==> src/rtl/mbx_pkg.sv <==
`timescale 1ns / 1ps
// ----------------------------------------------------------------------------
// mbx_pkg: shared types and constants of the mail body extractor
// Character codes, the blank-line separator pattern and the queue entry that
// carries up to three normalized body bytes from the front to the back.
// ----------------------------------------------------------------------------
package mbx_pkg;

	localparam logic [7:0] CH_CR = 8'h0D;
	localparam logic [7:0] CH_LF = 8'h0A;

	// Length of the CR LF CR LF separator and the pattern itself.
	localparam int unsigned SEP_LEN = 4;
	localparam logic [SEP_LEN-1:0][7:0] SEP_PATTERN = {CH_LF, CH_CR, CH_LF, CH_CR};

	// Most body bytes one input transaction can produce.
	localparam int unsigned MAX_BYTES = 3;

	// Queue depth between front and back.
	localparam int unsigned QUEUE_DEPTH = 4;
	localparam int unsigned QUEUE_AW = $clog2(QUEUE_DEPTH);

	typedef logic [2:0] sep_prog_t;
	typedef logic [1:0] byte_cnt_t;

	// One queued group of body bytes; cnt is 1 to 3, bytes fill from index 0.
	typedef struct packed {
		logic [MAX_BYTES-1:0][7:0] bytes;
		byte_cnt_t                 cnt;
	} entry_t;

endpackage

==> src/rtl/mbx_front.sv <==
`timescale 1ns / 1ps
// ----------------------------------------------------------------------------
// mbx_front: line-ending normalizer and separator matcher
// Accepts one raw byte or end-of-message marker per cycle while the queue is
// not full, rewrites line endings as CR LF, tracks the blank-line separator
// and pushes the body bytes of each transaction into the queue as one entry.
// ----------------------------------------------------------------------------
module mbx_front
	import mbx_pkg::*;
(
	input  logic       clk,
	input  logic       arst_n,
	input  logic       in_valid,
	output logic       in_ready,
	input  logic       in_eom,
	input  logic [7:0] in_byte,
	input  logic       q_full,
	output logic       q_push,
	output entry_t     q_entry
);

	logic      pending_cr_q;
	sep_prog_t prog_q;
	logic      body_q;

	logic      pending_cr_d;
	sep_prog_t prog_d;
	logic      body_d;

	logic [MAX_BYTES-1:0][7:0] norm_bytes;
	byte_cnt_t                 norm_cnt;
	byte_cnt_t                 out_cnt;
	entry_t                    entry_d;
	logic                      accept;

	assign in_ready = !q_full;
	assign accept   = in_valid && in_ready;

	// Normalized byte sequence for a data byte, from the pending CR and the byte.
	always_comb begin
		norm_bytes[0] = (pending_cr_q || in_byte == CH_LF) ? CH_CR : in_byte;
		norm_bytes[1] = CH_LF;
		norm_bytes[2] = in_byte;
		pending_cr_d  = 1'b0;
		if (pending_cr_q) begin
			if (in_byte == CH_LF) begin
				norm_cnt = 2'd2;
			end else if (in_byte == CH_CR) begin
				norm_cnt     = 2'd2;
				pending_cr_d = 1'b1;
			end else begin
				norm_cnt = 2'd3;
			end
		end else begin
			if (in_byte == CH_CR) begin
				norm_cnt     = 2'd0;
				pending_cr_d = 1'b1;
			end else if (in_byte == CH_LF) begin
				norm_cnt = 2'd2;
			end else begin
				norm_cnt = 2'd1;
			end
		end
	end

	// Run the normalized bytes through the matcher; bytes after the separator go out.
	always_comb begin
		prog_d        = prog_q;
		body_d        = body_q;
		out_cnt       = 2'd0;
		entry_d.bytes = norm_bytes;
		if (in_eom) begin
			entry_d.bytes[0] = CH_CR;
			entry_d.bytes[1] = CH_LF;
			out_cnt          = (pending_cr_q && body_q) ? 2'd2 : 2'd0;
			prog_d           = '0;
			body_d           = 1'b0;
		end else begin
			for (int k = 0; k < MAX_BYTES; k++) begin
				if (byte_cnt_t'(k) < norm_cnt) begin
					if (body_d) begin
						entry_d.bytes[out_cnt] = norm_bytes[k];
						out_cnt                = out_cnt + 2'd1;
					end else if (norm_bytes[k] == SEP_PATTERN[prog_d[1:0]]) begin
						if (prog_d + 3'd1 >= sep_prog_t'(SEP_LEN)) begin
							prog_d = sep_prog_t'(SEP_LEN);
							body_d = 1'b1;
						end else begin
							prog_d = prog_d + 3'd1;
						end
					end else begin
						prog_d = (norm_bytes[k] == CH_CR) ? 3'd1 : 3'd0;
					end
				end
			end
		end
		entry_d.cnt = out_cnt;
	end

	assign q_push  = accept && (out_cnt != 2'd0);
	assign q_entry = entry_d;

	// Matcher state advances on every accepted transaction.
	always_ff @(posedge clk or negedge arst_n) begin
		if (!arst_n) begin
			pending_cr_q <= 1'b0;
			prog_q       <= '0;
			body_q       <= 1'b0;
		end else if (accept) begin
			pending_cr_q <= in_eom ? 1'b0 : pending_cr_d;
			prog_q       <= prog_d;
			body_q       <= body_d;
		end
	end

endmodule

==> src/rtl/mbx_queue.sv <==
`timescale 1ns / 1ps
// ----------------------------------------------------------------------------
// mbx_queue: short entry queue between front and back
// A small register queue of byte groups; the front pushes, the back pops, and
// each side stalls only on full or empty.
// ----------------------------------------------------------------------------
module mbx_queue
	import mbx_pkg::*;
(
	input  logic   clk,
	input  logic   arst_n,
	input  logic   push,
	input  entry_t push_entry,
	input  logic   pop,
	output entry_t head,
	output logic   full,
	output logic   empty
);

	entry_t                mem_q [QUEUE_DEPTH];
	logic [QUEUE_AW-1:0]   wr_ptr_q;
	logic [QUEUE_AW-1:0]   rd_ptr_q;
	logic [QUEUE_AW:0]     count_q;

	assign full  = (count_q == (QUEUE_AW+1)'(QUEUE_DEPTH));
	assign empty = (count_q == '0);
	assign head  = mem_q[rd_ptr_q];

	// Entry storage.
	always_ff @(posedge clk) begin
		if (push) begin
			mem_q[wr_ptr_q] <= push_entry;
		end
	end

	// Pointers and fill count.
	always_ff @(posedge clk or negedge arst_n) begin
		if (!arst_n) begin
			wr_ptr_q <= '0;
			rd_ptr_q <= '0;
			count_q  <= '0;
		end else begin
			if (push) begin
				wr_ptr_q <= wr_ptr_q + 1'b1;
			end
			if (pop) begin
				rd_ptr_q <= rd_ptr_q + 1'b1;
			end
			if (push && !pop) begin
				count_q <= count_q + 1'b1;
			end else if (pop && !push) begin
				count_q <= count_q - 1'b1;
			end
		end
	end

endmodule

==> src/rtl/mbx_back.sv <==
`timescale 1ns / 1ps
// ----------------------------------------------------------------------------
// mbx_back: body byte serializer
// Sends the bytes of the head queue entry one per transaction and marks the
// final byte of each entry, then releases the entry.
// ----------------------------------------------------------------------------
module mbx_back
	import mbx_pkg::*;
(
	input  logic       clk,
	input  logic       arst_n,
	input  entry_t     head,
	input  logic       empty,
	output logic       pop,
	output logic       out_valid,
	input  logic       out_ready,
	output logic [7:0] out_byte,
	output logic       out_last
);

	byte_cnt_t idx_q;
	logic      take;

	assign out_valid = !empty;
	assign out_byte  = head.bytes[idx_q];
	assign out_last  = (idx_q == head.cnt - 2'd1);
	assign take      = out_valid && out_ready;
	assign pop       = take && out_last;

	// Byte index within the head entry.
	always_ff @(posedge clk or negedge arst_n) begin
		if (!arst_n) begin
			idx_q <= '0;
		end else if (take) begin
			idx_q <= out_last ? 2'd0 : idx_q + 2'd1;
		end
	end

endmodule

==> src/rtl/mail_body_extract_crlf_normalize_unit.sv <==
`timescale 1ns / 1ps
// ----------------------------------------------------------------------------
// mail_body_extract_crlf_normalize_unit: mail body extractor with CR LF fix-up
// Rewrites every line ending as CR LF, drops the header up to and including
// the blank line, and streams out the body bytes.
// ----------------------------------------------------------------------------
// Usage:
//   Input stream s_*: one transaction per raw byte in s_tdata with s_tuser=0,
//   or an end-of-message marker with s_tuser=1 that flushes a pending CR as
//   CR LF when the body has begun and returns the block to its reset state.
//   Output stream m_*: one body byte per transaction; m_tlast marks the final
//   byte produced by an input transaction. Transactions that produce nothing
//   give no output.
//   Latency: with the queue empty, the first byte of an input transaction
//   shows on m_* in the cycle after it is accepted; further bytes follow.
//   Throughput: one input transaction per cycle while the queue is not full;
//   an input that expands into two or three output bytes occupies the output
//   until all of them are sent, and the four-entry queue between matcher and
//   serializer absorbs the burst. s_tready drops only when that queue is full.
//   A stalled receiver holds m_* steady; input keeps flowing until the queue
//   fills. Reset clears the matcher state and empties the queue.
// ----------------------------------------------------------------------------
module mail_body_extract_crlf_normalize_unit
	import mbx_pkg::*;
(
	input  logic       clk,
	input  logic       arst_n,
	input  logic       s_tvalid,
	output logic       s_tready,
	input  logic [7:0] s_tdata,   // [7:0] data_byte
	input  logic       s_tuser,   // [0] opcode (1 = end of message)
	output logic       m_tvalid,
	input  logic       m_tready,
	output logic [7:0] m_tdata,   // [7:0] out_byte
	output logic       m_tlast
);

	logic   q_push;
	logic   q_pop;
	logic   q_full;
	logic   q_empty;
	entry_t q_in;
	entry_t q_head;

	// Normalizer and separator matcher.
	mbx_front u_front (
		.clk      (clk),
		.arst_n   (arst_n),
		.in_valid (s_tvalid),
		.in_ready (s_tready),
		.in_eom   (s_tuser),
		.in_byte  (s_tdata),
		.q_full   (q_full),
		.q_push   (q_push),
		.q_entry  (q_in)
	);

	// Decoupling queue.
	mbx_queue u_queue (
		.clk        (clk),
		.arst_n     (arst_n),
		.push       (q_push),
		.push_entry (q_in),
		.pop        (q_pop),
		.head       (q_head),
		.full       (q_full),
		.empty      (q_empty)
	);

	// Output serializer.
	mbx_back u_back (
		.clk       (clk),
		.arst_n    (arst_n),
		.head      (q_head),
		.empty     (q_empty),
		.pop       (q_pop),
		.out_valid (m_tvalid),
		.out_ready (m_tready),
		.out_byte  (m_tdata),
		.out_last  (m_tlast)
	);

endmodule
==> config.mk <==
export PLATFORM = sky130hd
export DESIGN_NAME = mail_body_extract_crlf_normalize_unit
export DESIGN_NICKNAME = d
export VERILOG_FILES = /design/src/rtl/mbx_pkg.sv /design/src/rtl/mbx_front.sv /design/src/rtl/mbx_queue.sv /design/src/rtl/mbx_back.sv /design/src/rtl/mail_body_extract_crlf_normalize_unit.sv
export SDC_FILE = /design/constraint.sdc
export NUM_CORES = 1
export LEC_CHECK = 0
export BUFFER_PORTS_ARGS = -buffer_cell sky130_fd_sc_hd__buf_2
export CAP_MARGIN = 20
export CORE_UTILIZATION = 55
export CTS_CLUSTER_DIAMETER = 50
export DETAILED_ROUTE_END_ITERATION = 10
export PLACE_DENSITY = 0.72
export SLEW_MARGIN = 20
export SYNTH_ARGS = -nofsm -noshare
export SYNTH_HDL_FRONTEND = slang
export SYNTH_SLANG_ARGS = --single-unit
==> constraint.sdc <==
create_clock -name clk -period 9.6 [get_ports clk]
set_input_delay 1.44 -clock clk [delete_from_list [all_inputs] [get_ports clk]]
set_output_delay 1.44 -clock clk [all_outputs]
set_load 0.02 [all_outputs]
==> results of run 1 <==
[sequential cells by signal (all words and copies together), names as in the netlist]
| name | flops |
|---|---|
| u_queue.mem_q | 104 |
| u_front.prog_q | 3 |
| u_queue.count_q | 3 |
| u_back.idx_q | 2 |
| u_queue.rd_ptr_q | 2 |
| u_queue.wr_ptr_q | 2 |
| u_front.body_q | 1 |
| u_front.pending_cr_q | 1 |
[synthesized netlist by cell type, drive strengths merged, types with 3 or more instances]
| cell type | instances |
|---|---|
| o21ai | 8 |
| xnor2 | 7 |
| nand4 | 4 |
| dfrtp | 14 |
| inv | 23 |
| nor3 | 7 |
| buf | 5 |
| o41ai | 3 |
| nor2 | 20 |
| or3 | 5 |
| o31a | 3 |
| o211ai | 3 |
| nand2b | 6 |
| o22ai | 8 |
| edfxtp | 104 |
| mux4 | 26 |
| or4 | 3 |
| and2 | 11 |
| o31ai | 4 |
| ha | 14 |
| a21oi | 10 |
| clkbuf | 10 |
| nand2 | 19 |
| xor2 | 4 |
| mux2i | 8 |
| nor3b | 5 |
| mux2 | 3 |
| nand3 | 9 |
[metrics by stage]
step                      hold WS (ns)  total power (uW)  area, um^2
final                            0.492              1600        6570
after global routing             0.535              1660        6570
after CTS                        0.495              1610        6570
after detailed placement         0.481               962        5950
after global placement           0.472               957        5950
after floorplan                  0.456               873        5700
[routing by layer]
layer	vias to the layer above	global-route usage
met3	17	0.0422
met5	-	0
met2	133	0.364
li1	1563	-
met4	0	0.0969
met1	1731	0.313
[worst reg2reg max path, cell delays in order (launching register included)]
cell and delay, ns:
dfrtp_1 0.60, inv_1 0.19, ha_1 0.23, nor2_1 0.23, nor4b_2 0.10, nor3_1 0.45
nor2_1 0.14, nor2_1 0.15, nor3_1 0.08, ha_1 0.26, nand3_1 0.11, nor2_1 0.04
a2111oi_0 0.53, nand4_2 0.22, o31a_1 0.35, ha_1 0.20, nor2_1 0.13, a21oi_1 0.09
nor2_1 0.18, inv_1 0.08, o41a_1 0.39, o31ai_2 0.17
[power by group through the flow]
stage                     logic, uW  clock network [uW]  registers [uW]
after global placement          307                   0             650
after global routing            334                 684             647
after CTS                       313                 660             641
after floorplan                 281                   0             592
after detailed placement        310                   0             652
final                           311                 654             638
[logic make-up after synthesis]
family                     share of synthesized area
muxes                                          0.123
DFF                                            0.610
buffers and inverters                         0.0264
and+or+nand+nor                               0.0960
xor gates and xnor gates                      0.0169
AOI/OAI and AO/OA                             0.0938
adders and majority gates                     0.0343
[how the worst max path moves through the flow]
stage | start | endpoint | slack (ns) | cells after the start
6_report | s_tdata[4] | u_front.body_q$_DFFE_PN0P_ | 3.81 | 20
5_1_grt | s_tdata[4] | u_front.body_q$_DFFE_PN0P_ | 3.51 | 22
4_1_cts | s_tdata[4] | u_front.body_q$_DFFE_PN0P_ | 3.92 | 19
3_5_place_dp | s_tdata[4] | u_front.body_q$_DFFE_PN0P_ | 3.40 | 19
3_3_place_gp | s_tdata[4] | u_queue.count_q[2]$_DFFE_PN0P_ | 3.55 | 17
2_1_floorplan | s_tdata[4] | u_front.body_q$_DFFE_PN0P_ | 4.03 | 19
[area by class of cell]
| cell class | count | area [um^2] | share of cell area |
|---|---|---|---|
| timing repair buffer | 28 | 153 | 0.0232 |
| inverter | 23 | 86.3 | 0.0131 |
| clock buffer | 18 | 418 | 0.0636 |
| clock inverter | 14 | 199 | 0.0303 |
| sequential | 118 | 3470 | 0.529 |
| multi-input combinational | 224 | 2070 | 0.315 |
| tap | 133 | 166 | 0.0253 |
==> results.md, run 1 <==
- CTS Buf Count: 17
- Met2 WL: 5610 um
- Vias per cell: 6.17
- Most used cell, CP: nor2_1
- Core area: 0.00991 mm^2
- RSZ-0062 raised after global routing: no
- Setup Buffers After CTS: 0
- Horiz. Die Dim: 104 um
- Internal: 1150 uW
- Seq/Total Area, Yosys: 0.610
- Gate Count Post-Synth: 380
- Total GRT Usage: 0.229
- Placed cells: 526
- Outcome: finished, final reports clean
- Min-delay worst type: register to register
- Clock skew: 0.00947 ns
- Drt drc: 0
- Required @ worst endpoint: 10.02 ns
- Hold-fix buffers, CTS: 0
- H-tree level count: 4
- Final Wtd Congestion: 0.857
- Most common cell after layout, fill and taps aside: edfxtp_1
- Cell taking the most area after synthesis: edfxtp_1
- Pre-CTS WS: 3.40 ns
- Post-Syn Area per Cell: 15.0 um^2
- R2r setup slk: 4.57 ns
- Switching share of power: 0.283
- Initial antenna violation count: 0
- CP startpoint kind: primary input
- Yosys cell types: 66
- Max-slew violations: 0
- Setup violators final: 0
- Met1 Routed Length: 4900 um
- CTS tree: done
- Endpoints failing hold: 0
- Ys async rst share: 0.119
- Leakage Power: 0.00242 uW
- Filler cells: 699
- Peak per-stage delay on the critical path: 0.75 ns
- EDFF count, synth: 104
- Mapped Area: 0.00570 mm^2
- DP HPWL: 7140 um
- Clock power share: 0.408
- Clk root buf: clkbuf_8
- Worst path top cell family by delay: simple AND/OR/NAND/NOR gates
- Antenna Nets Post-Route: 0
- Share of the clock period used by the worst path: 0.603
- Worst IR Drop VDD: 0.145 mV
- Routed len/inst: 20.5 um
- Share of cells above drive strength 1: 0.242
- Layout area overhead: 15.3%
- Reg-to-reg critical path startpoint: u_front.prog_q[0]$_DFFE_PN0P_
- Sw power: 453 uW
- Max Buffers Root-to-Sink: 2
- R2R Path End: u_front.body_q$_DFFE_PN0P_
- Layout Utilization: 0.663
- Worst-path clk slew: 0.06 ns
- Worst setup EP type: register
- Starting Density: 0.575
- Std cell rows: 36
- Hold path start: u_queue.count_q[2]$_DFFE_PN0P_
- Largest net degree at the start of global routing: 29
- Reg2reg path depth: 21
- Crit path DAT: 6.21 ns
- Dominant synthesized flop cell: edfxtp_1
- Max-cap violations: 0
- Most frequent cells in the layout: edfxtp_1, mux4_2, inv_1, buf_2, nor2_1
- Clock sinks: 118
- Flop pwr share: 0.398
- DRT Pass-1 Iters: 6
- Top sig layer: met4
- FMAX: 0.173 GHz
- Tmin final: 5.79 ns
- Synth top area share: 0.548
- Worst-path fanout max: 8
- Setup WS post-layout: 3.81 ns
- Critical Path, Cell by Cell: buf_2 -> or4_1 -> o2111a_1 -> nor3_1 -> nor2_1 -> nor2_1 -> nor3_1 -> ha_1 -> nand3_1 -> nor2_1 -> a2111oi_0 -> nand4_2 -> o31a_1 -> ha_1 -> nor2_1 -> a21oi_1 -> nor2_1 -> inv_1 -> o41a_1 -> o31ai_2
- Hold Path End: u_queue.count_q[2]$_DFFE_PN0P_
- Worst skew pair latency: 0.52 ns
- CP bufs+invs: 2
- Die Y: 104 um
- Post-Syn Nets: 408
- Total number of vias: 3,444
- Worst-margin pin slew: 1.16 ns
- WHS Path Cells: 1
- Die footprint: 0.0108 mm^2
- ANT cells: 0
- Setup TNS: 0 ns
- #FFs+latches synth: 118
- Port-buffer cells: 23
- Warnings from Yosys: 0
- Largest cells by area after synthesis: edfxtp_1, mux4_2, dfrtp_1
- Post-Layout Cell Count: 558
- Nets: 440
- PwrDens: 244 mW/mm^2
- Logic pwr share: 0.194
- Post-cts resize count: 0
- Worst rel slew slack: 0.225
- Met3 WL: 726 um
- Vias in the first global route: 3,420
- DRT iter0 DRCs: 259
- Io pins: 24
- First-pass GRT wire length: 18,400 um
- Slowest CP cell: or4_1
- WL final: 11,400 um
- Total gr overflow: 0
- Kind of critical path: primary input to register
No activity file was read; power rests on OpenSTA's default activity.
==> run 2: changes to the inputs <==
==> constraint.sdc (replaced) <==
create_clock -name clk -period 5.4 [get_ports clk]
set_input_delay 0.81 -clock clk [delete_from_list [all_inputs] [get_ports clk]]
set_output_delay 0.81 -clock clk [all_outputs]
set_load 0.02 [all_outputs]
==> run 2 against run 1 <==
  * Critical path depth shrank 1
  * Clock-buffer cell count shrank 1
  * First-iteration DRC count grew 4.2%
  * Cell count grew 2.5%
  * Combinational power grew 100%
  * Die area is the same
  * Wire length grew 3.7%
  * Final area grew 1.2%
  * Sequential cell count is the same
  * Register-to-register slack lost 3.7 ns
  * Sequential share of layout area shrank 0.64 points
  * Via count grew 1.9%
  * Critical path type unchanged
  * Critical endpoint unchanged
  * Largest power group unchanged
==> results.md, run 2 (synthesis results as in run 1) <==
- Outcome: finished, final reports clean
- Required @ worst endpoint: 5.82 ns (-4.20 ns)
- Kind of critical path: primary input to register
- PwrDens: 422 mW/mm^2 (+73%)
- Layout Utilization: 0.671 (+0.00808)
- DP HPWL: 7280 um (+1.9%)
- Antenna Nets Post-Route: 0 (unchanged)
- Post-cts resize count: 0 (unchanged)
- Setup TNS: 0 ns (unchanged)
- Max-slew violations: 0 (unchanged)
- Min Hold Slack: 0.211 ns (-0.281 ns)
- Starting Density: 0.575 (unchanged)
- Worst setup EP type: register
- Max-cap violations: 0 (unchanged)
- Total gr overflow: 0 (unchanged)
- H-tree level count: 4 (unchanged)
- Setup Buffers After CTS: 0 (unchanged)
- Filler cells: 689 (-1.4%)
- ANT cells: 0 (unchanged)
- Layout area overhead: 16.7%
- Max Buffers Root-to-Sink: 2 (unchanged)
- Largest registers: u_queue.mem_q (104), u_front.prog_q (3), u_queue.count_q (3)
- Crit path DAT: 5.30 ns (-0.91 ns)
- First-pass GRT wire length: 18,600 um (+1.2%)
- CTS Buf Count: 17 (unchanged)
- Total number of vias: 3,511 (+1.9%)
- Setup violators final: 0 (unchanged)
- Worst-margin pin slew: 0.793 ns (-0.367 ns)
- Clock skew: 0.0108 ns (+0.00137 ns)
- Worst-path clk slew: 0.06 ns (about the same)
- Tmin final: 4.88 ns
- DRT Pass-1 Iters: 6 (unchanged)
- Most frequent cells in the layout: edfxtp_1, mux4_2, inv_1, buf_2, nor2_1
- Routed len/inst: 20.7 um (+1.1%)
- WL final: 11,800 um (+3.7%)
- Worst IR Drop VDD: 0.216 mV (+50%)
- Total GRT Usage: 0.232 (+0.00281)
- Most common cell after layout, fill and taps aside: edfxtp_1
- CP startpoint kind: primary input
- Port-buffer cells: 23 (unchanged)
- Die footprint: 0.0108 mm^2 (unchanged)
- DRT iter0 DRCs: 270 (+4.2%)
- Drt drc: 0 (unchanged)
- Io pins: 24 (unchanged)
- Worst-path fanout max: 8 (unchanged)
- Initial antenna violation count: 0 (unchanged)
- CTS tree: done
- Largest register by flop count: u_queue.mem_q
- FMAX: 0.205 GHz
- Horiz. Die Dim: 104 um (unchanged)
- Worst skew pair latency: 0.50 ns (-0.02 ns)
- Nets: 454 (+3.2%)
- Min-delay worst type: primary input to async pin
- Endpoints failing hold: 0 (unchanged)
- Clk root buf: clkbuf_8
- Vias in the first global route: 3,578 (+4.6%)
- RSZ-0062 raised after global routing: no
- Leakage Power: 0.00248 uW (+2.5%)
- Share of cells above drive strength 1: 0.264 (+0.0219)
- Die Y: 104 um (unchanged)
- Setup WS post-layout: 0.521 ns (-3.29 ns)
- Vias per cell: 6.14 (-0.55%)
- Pre-CTS WS: 0.0384 ns (-3.36 ns)
- Clock sinks: 118 (unchanged)
- Share of the clock period used by the worst path: 0.904
- Hold-fix buffers, CTS: 0 (unchanged)
- Worst rel slew slack: 0.472 (+0.247)
- Final Wtd Congestion: 0.930 (+8.5%)
- Largest net degree at the start of global routing: 29 (unchanged)
- Core area: 0.00991 mm^2 (unchanged)
- Number of flip-flops in the largest register: 104 (unchanged)
- Std cell rows: 36 (unchanged)
[run 2: cell types whose count changed in the layout (fill, tap and decap cells not counted), sizes merged]
| cell | previous run | this run |
|---|---|---|
| buf | 28 | 42 |
| clkinv | 3 | 6 |
| bufinv | 4 | 3 |
| clkbuf | 18 | 17 |
| clkinvlp | 4 | 3 |
[run 2: path summary, 6_finish.rpt]
path                                                start                               to  slack (ns)  cells after the start
max in group asynchronous                          arst_n  u_queue.rd_ptr_q[0]$_DFFE_PN0P_        4.90                      1
min reg2reg                u_queue.count_q[2]$_DFFE_PN0P_   u_queue.count_q[2]$_DFFE_PN0P_        0.48                      1
min in group clk           u_queue.count_q[2]$_DFFE_PN0P_   u_queue.count_q[2]$_DFFE_PN0P_        0.48                      1
max                                            s_tdata[4]       u_front.body_q$_DFFE_PN0P_        0.52                     19
min                                                arst_n    u_front.prog_q[1]$_DFFE_PN0P_        0.21                      1
max reg2reg                 u_front.prog_q[1]$_DFFE_PN0P_       u_front.body_q$_DFFE_PN0P_        0.87                     20
[run 2: area by class of cell]
class	count	area (um^2)	share of cell area
multi-input combinational	224	2070	0.312
clock inverter	15	178	0.0267
clock buffer	17	414	0.0623
sequential	118	3470	0.523
timing repair buffer	42	258	0.0388
inverter	23	86.3	0.0130
tap	133	166	0.0250
[run 2: power breakdown]
part           leakage, uW  total (uW)  switching [uW]  internal, uW
logic             0.000995         629             345           284
registers          0.00121        1080            61.6          1020
clock network     0.000280        1100             393           704
[run 2: worst max-delay path, stage by stage]
cell	delay, ns
buf_2	0.10
or4_1	0.69
o2111a_1	0.32
or3_1	0.37
nand2_2	0.15
o21ai_0	0.11
ha_1	0.29
nand3_1	0.12
nor2_1	0.04
a2111oi_0	0.48
nand4_2	0.21
o31a_1	0.35
ha_1	0.20
nor2_1	0.14
a21oi_1	0.08
nor2_1	0.20
inv_1	0.09
o41a_1	0.39
o31ai_2	0.17
[run 2: routing by layer]
| metal | up-vias | GRT usage | part of all wire |
|---|---|---|---|
| met2 | 134 | 0.395 | 0.50 |
| met5 | - | 0 | 0 |
| li1 | 1592 | - | - |
| met1 | 1757 | 0.291 | 0.42 |
| met3 | 28 | 0.0529 | 0.058 |
| met4 | 0 | 0.0867 | 0.022 |
[run 2: per-stage QoR]
| step | std cells | power (uW) | cell area (um^2) |
|---|---|---|---|
| floorplan | 380 | 1550 | 5700 |
| global placement | 540 | 1710 | 6060 |
| detailed placement | 540 | 1730 | 6060 |
| CTS | 572 | 2830 | 6650 |
| global route | 572 | 2910 | 6650 |
| finish | 572 | 2800 | 6650 |
==> run 3: changes to the inputs <==
--- a/config.mk
+++ b/config.mk
@@ -7,10 +7,11 @@
 export LEC_CHECK = 0
 export BUFFER_PORTS_ARGS = -buffer_cell sky130_fd_sc_hd__buf_2
 export CAP_MARGIN = 20
-export CORE_UTILIZATION = 55
+export CORE_UTILIZATION = 56
 export CTS_CLUSTER_DIAMETER = 50
 export DETAILED_ROUTE_END_ITERATION = 10
-export PLACE_DENSITY = 0.72
+export GPL_TIMING_DRIVEN = 0
+export PLACE_DENSITY = 0.73
 export SLEW_MARGIN = 20
 export SYNTH_ARGS = -nofsm -noshare
 export SYNTH_HDL_FRONTEND = slang
==> run 3 against run 2 <==
  * Sequential cell count unchanged
  * Wire length up 4.2%
  * Critical path depth up 2
  * Worst hold slack worse by 0.016 ns
  * Clock power down 4%
  * Non-clock buffer count down 4
  * Worst setup slack worse by 0.10 ns
  * Core utilization down 0.34 points
  * Critical path type unchanged
==> results.md, run 3 (synthesis results as in run 1) <==
- Internal: 1990 uW (-0.53%)
- H-tree level count: 4 (unchanged)
- Number of flip-flops in the largest register: 104 (unchanged)
- Max Buffers Root-to-Sink: 2 (unchanged)
- Share of cells above drive strength 1: 0.233 (-0.0310)
- Largest net degree at the start of global routing: 27 (-6.9%)
- Port-buffer cells: 23 (unchanged)
- Vias per cell: 6.23 (+1.4%)
- Share of the clock period used by the worst path: 0.922 (+0.0185)
- Clock skew: 0.00770 ns (-0.00313 ns)
- Final Wtd Congestion: 0.896 (-3.6%)
- Slowest CP cell: or4_1
- CTS tree: done
- Flop pwr share: 0.372 (-0.013)
- DRT iter0 DRCs: 280 (+3.7%)
- RSZ-0062 raised after global routing: no
- DP Area: 0.00598 mm^2 (-1.2%)
- Max-cap violations: 0 (unchanged)
- Drt drc: 0 (unchanged)
- DRT Pass-1 Iters: 5 (-1)
- Outcome: finished, final reports clean
- Post-route cell area: 0.00656 mm^2 (-1.4%)
- Worst IR Drop VDD: 0.335 mV (+55%)
- Crit path DAT: 5.40 ns (+0.10 ns)
- Starting Density: 0.580 (+0.00527)
- Clk root buf: clkbuf_8
- Worst setup EP type: register
- Total number of vias: 3,524 (+0.37%)
- Die footprint: 0.0106 mm^2 (-1.7%)
- Min-delay worst type: primary input to async pin
- Setup TNS: 0 ns (unchanged)
- Worst-path clk slew: 0.06 ns (about the same)
- Worst-path fanout max: 8 (unchanged)
- Largest register by flop count: u_queue.mem_q
- Switching share of power: 0.291 (+0.00518)
- Logic pwr share: 0.250 (+0.026)
- Total GRT Usage: 0.255 (+0.0236)
- Kind of critical path: primary input to register
- Vias in the first global route: 3,534 (-1.2%)
- Endpoints failing hold: 0 (unchanged)
- CP startpoint kind: primary input
- Reg2reg path depth: 21 (+5.0%)
- Most frequent cells in the layout: edfxtp_1, mux4_2, inv_1, buf_2, nor2_1
- Total gr overflow: 0 (unchanged)
- Initial antenna violation count: 0 (unchanged)
- CP bufs+invs: 3 (+1)
- Critical path depth: 21 (+2)
- Horiz. Die Dim: 103 um (-0.88%)
- Pre-CTS WS: -0.380 ns (-0.418 ns)
- CTS Buf Count: 17 (unchanged)
- Critical Path, Cell by Cell: buf_2 -> or4_1 -> buf_6 -> nor4b_2 -> or3_1 -> nand2_2 -> nor3_1 -> nor3_1 -> ha_2 -> nand3_1 -> nor2_1 -> a2111oi_2 -> nand4_2 -> o31a_1 -> ha_1 -> nor2_1 -> a21oi_1 -> nor2_2 -> inv_1 -> o41a_1 -> o31ai_2
- Setup violators final: 0 (unchanged)
- Max-slew violations: 0 (unchanged)
- Die Y: 103 um (-0.88%)
- Routed len/inst: 21.8 um (+5.3%)
- Worst rel slew slack: 0.329 (-0.142)
- FMAX: 0.201 GHz (-2.0%)
- Tmin final: 4.98 ns (+0.0999 ns)
- First-pass GRT wire length: 19,000 um (+1.9%)
- Worst path top cell family by delay: simple AND/OR/NAND/NOR gates
- DP HPWL: 7830 um (+7.6%)
- Clock power share: 0.378 (-0.013)
- Pwr Total: 2810 uW (+0.20%)
- Leakage Power: 0.00241 uW (-2.9%)
- Largest registers: u_queue.mem_q (104), u_front.prog_q (3), u_queue.count_q (3)
- Io pins: 24 (unchanged)
- Filler cells: 690 (+0.15%)
- Clock sinks: 118 (unchanged)
- Worst skew pair latency: 0.52 ns (+0.02 ns)
- PwrDens: 429 mW/mm^2 (+1.6%)
- Antenna Nets Post-Route: 0 (unchanged)
- Sw power: 816 uW (+2.0%)
- Required @ worst endpoint: 5.82 ns (about the same)
- ANT cells: 0 (unchanged)
- Core area: 0.00982 mm^2 (-0.91%)
- Setup WS post-layout: 0.421 ns (-0.0999 ns)
- Nets: 450 (-0.88%)
- Worst-margin pin slew: 1.01 ns (+0.213 ns)
- Layout area overhead: 15.1%
- Peak per-stage delay on the critical path: 0.55 ns (-0.14 ns)
- Most common cell after layout, fill and taps aside: edfxtp_1
- WL final: 12,300 um (+4.2%)
- Std cell rows: 36 (unchanged)
==> run 3: changes by cell type in the layout (fill, tap and decap cells not counted), moves of 4 or more <==
cell	delta
and2_1	-4
clkbuf_1	+10
buf_1	+4
buf_4	-19
and2_2	+4
==> run 3: final cells by class <==
type                       instances  area, um^2  area share
tap                              133         166      0.0254
sequential                       118        3470       0.530
buffer                            15        65.1     0.00993
clock buffer                      18         418      0.0638
timing repair buffer              23         115      0.0176
inverter                          23        86.3      0.0132
multi-input combinational        224        2090       0.319
clock inverter                    12         138      0.0210
==> run 3: power groups by stage <==
stage	clock network, uW	registers [uW]	logic, uW
global placement	0	1060	672
floorplan	0	1050	499
finish	1060	1040	703
detailed placement	0	1060	694
global route	1110	1050	759
CTS	1070	1040	712
==> run 3: worst paths after layout <==
check | slack [ns] | start | endpoint
setup / recovery | 0.42 | s_tdata[4] | u_front.body_q$_DFFE_PN0P_
hold / removal | 0.20 | arst_n | u_front.prog_q[1]$_DFFE_PN0P_
setup reg to reg | 0.48 | u_front.prog_q[0]$_DFFE_PN0P_ | u_front.body_q$_DFFE_PN0P_
hold reg to reg | 0.51 | u_queue.count_q[2]$_DFFE_PN0P_ | u_queue.count_q[2]$_DFFE_PN0P_
max in group asynchronous | 4.94 | arst_n | u_back.idx_q[1]$_DFFE_PN0P_
min in group clk | 0.51 | u_queue.count_q[2]$_DFFE_PN0P_ | u_queue.count_q[2]$_DFFE_PN0P_
==> run 3: timing repair <==
item                                    CTS  global route
gates resized for setup                   1             6
endpoints found under the setup margin    1             6
hold buffers                              0             0
setup buffers                             0             0
==> run 3: worst reg2reg max path: stages, from the launching register on <==
cell and delay (ns):
dfrtp_1 0.37, clkbuf_2 0.25, inv_1 0.16, ha_1 0.22
nor2_1 0.22, a21oi_1 0.10, or3_1 0.44, nand2_2 0.19
o21ai_0 0.14, ha_2 0.25, nand3_1 0.09, nor2_1 0.05
a2111oi_2 0.38, nand4_2 0.21, o31a_1 0.38, ha_1 0.22
nor2_1 0.19, a21oi_1 0.11, nor2_2 0.18, inv_1 0.08
o41a_1 0.38, o31ai_2 0.19
==> run 3: stage by stage <==
| step | std cells | util | hold slack, ns |
|---|---|---|---|
| 2_1_floorplan | 380 | - | 0.456 |
| 3_3_place_gp | 536 | 0.609 | 0.485 |
| 3_5_place_dp | 536 | 0.609 | 0.502 |
| 4_1_cts | 566 | 0.666 | 0.186 |
| 5_1_grt | 566 | 0.668 | 0.206 |
| 6_report | 566 | 0.668 | 0.195 |
==> run 3: routing by layer <==
metal	part of all wire	global-route usage	routed length (um)
met5	0	0	0
met4	0.015	0.103	189
met3	0.057	0.0603	702
met2	0.51	0.429	6320
met1	0.42	0.322	5130
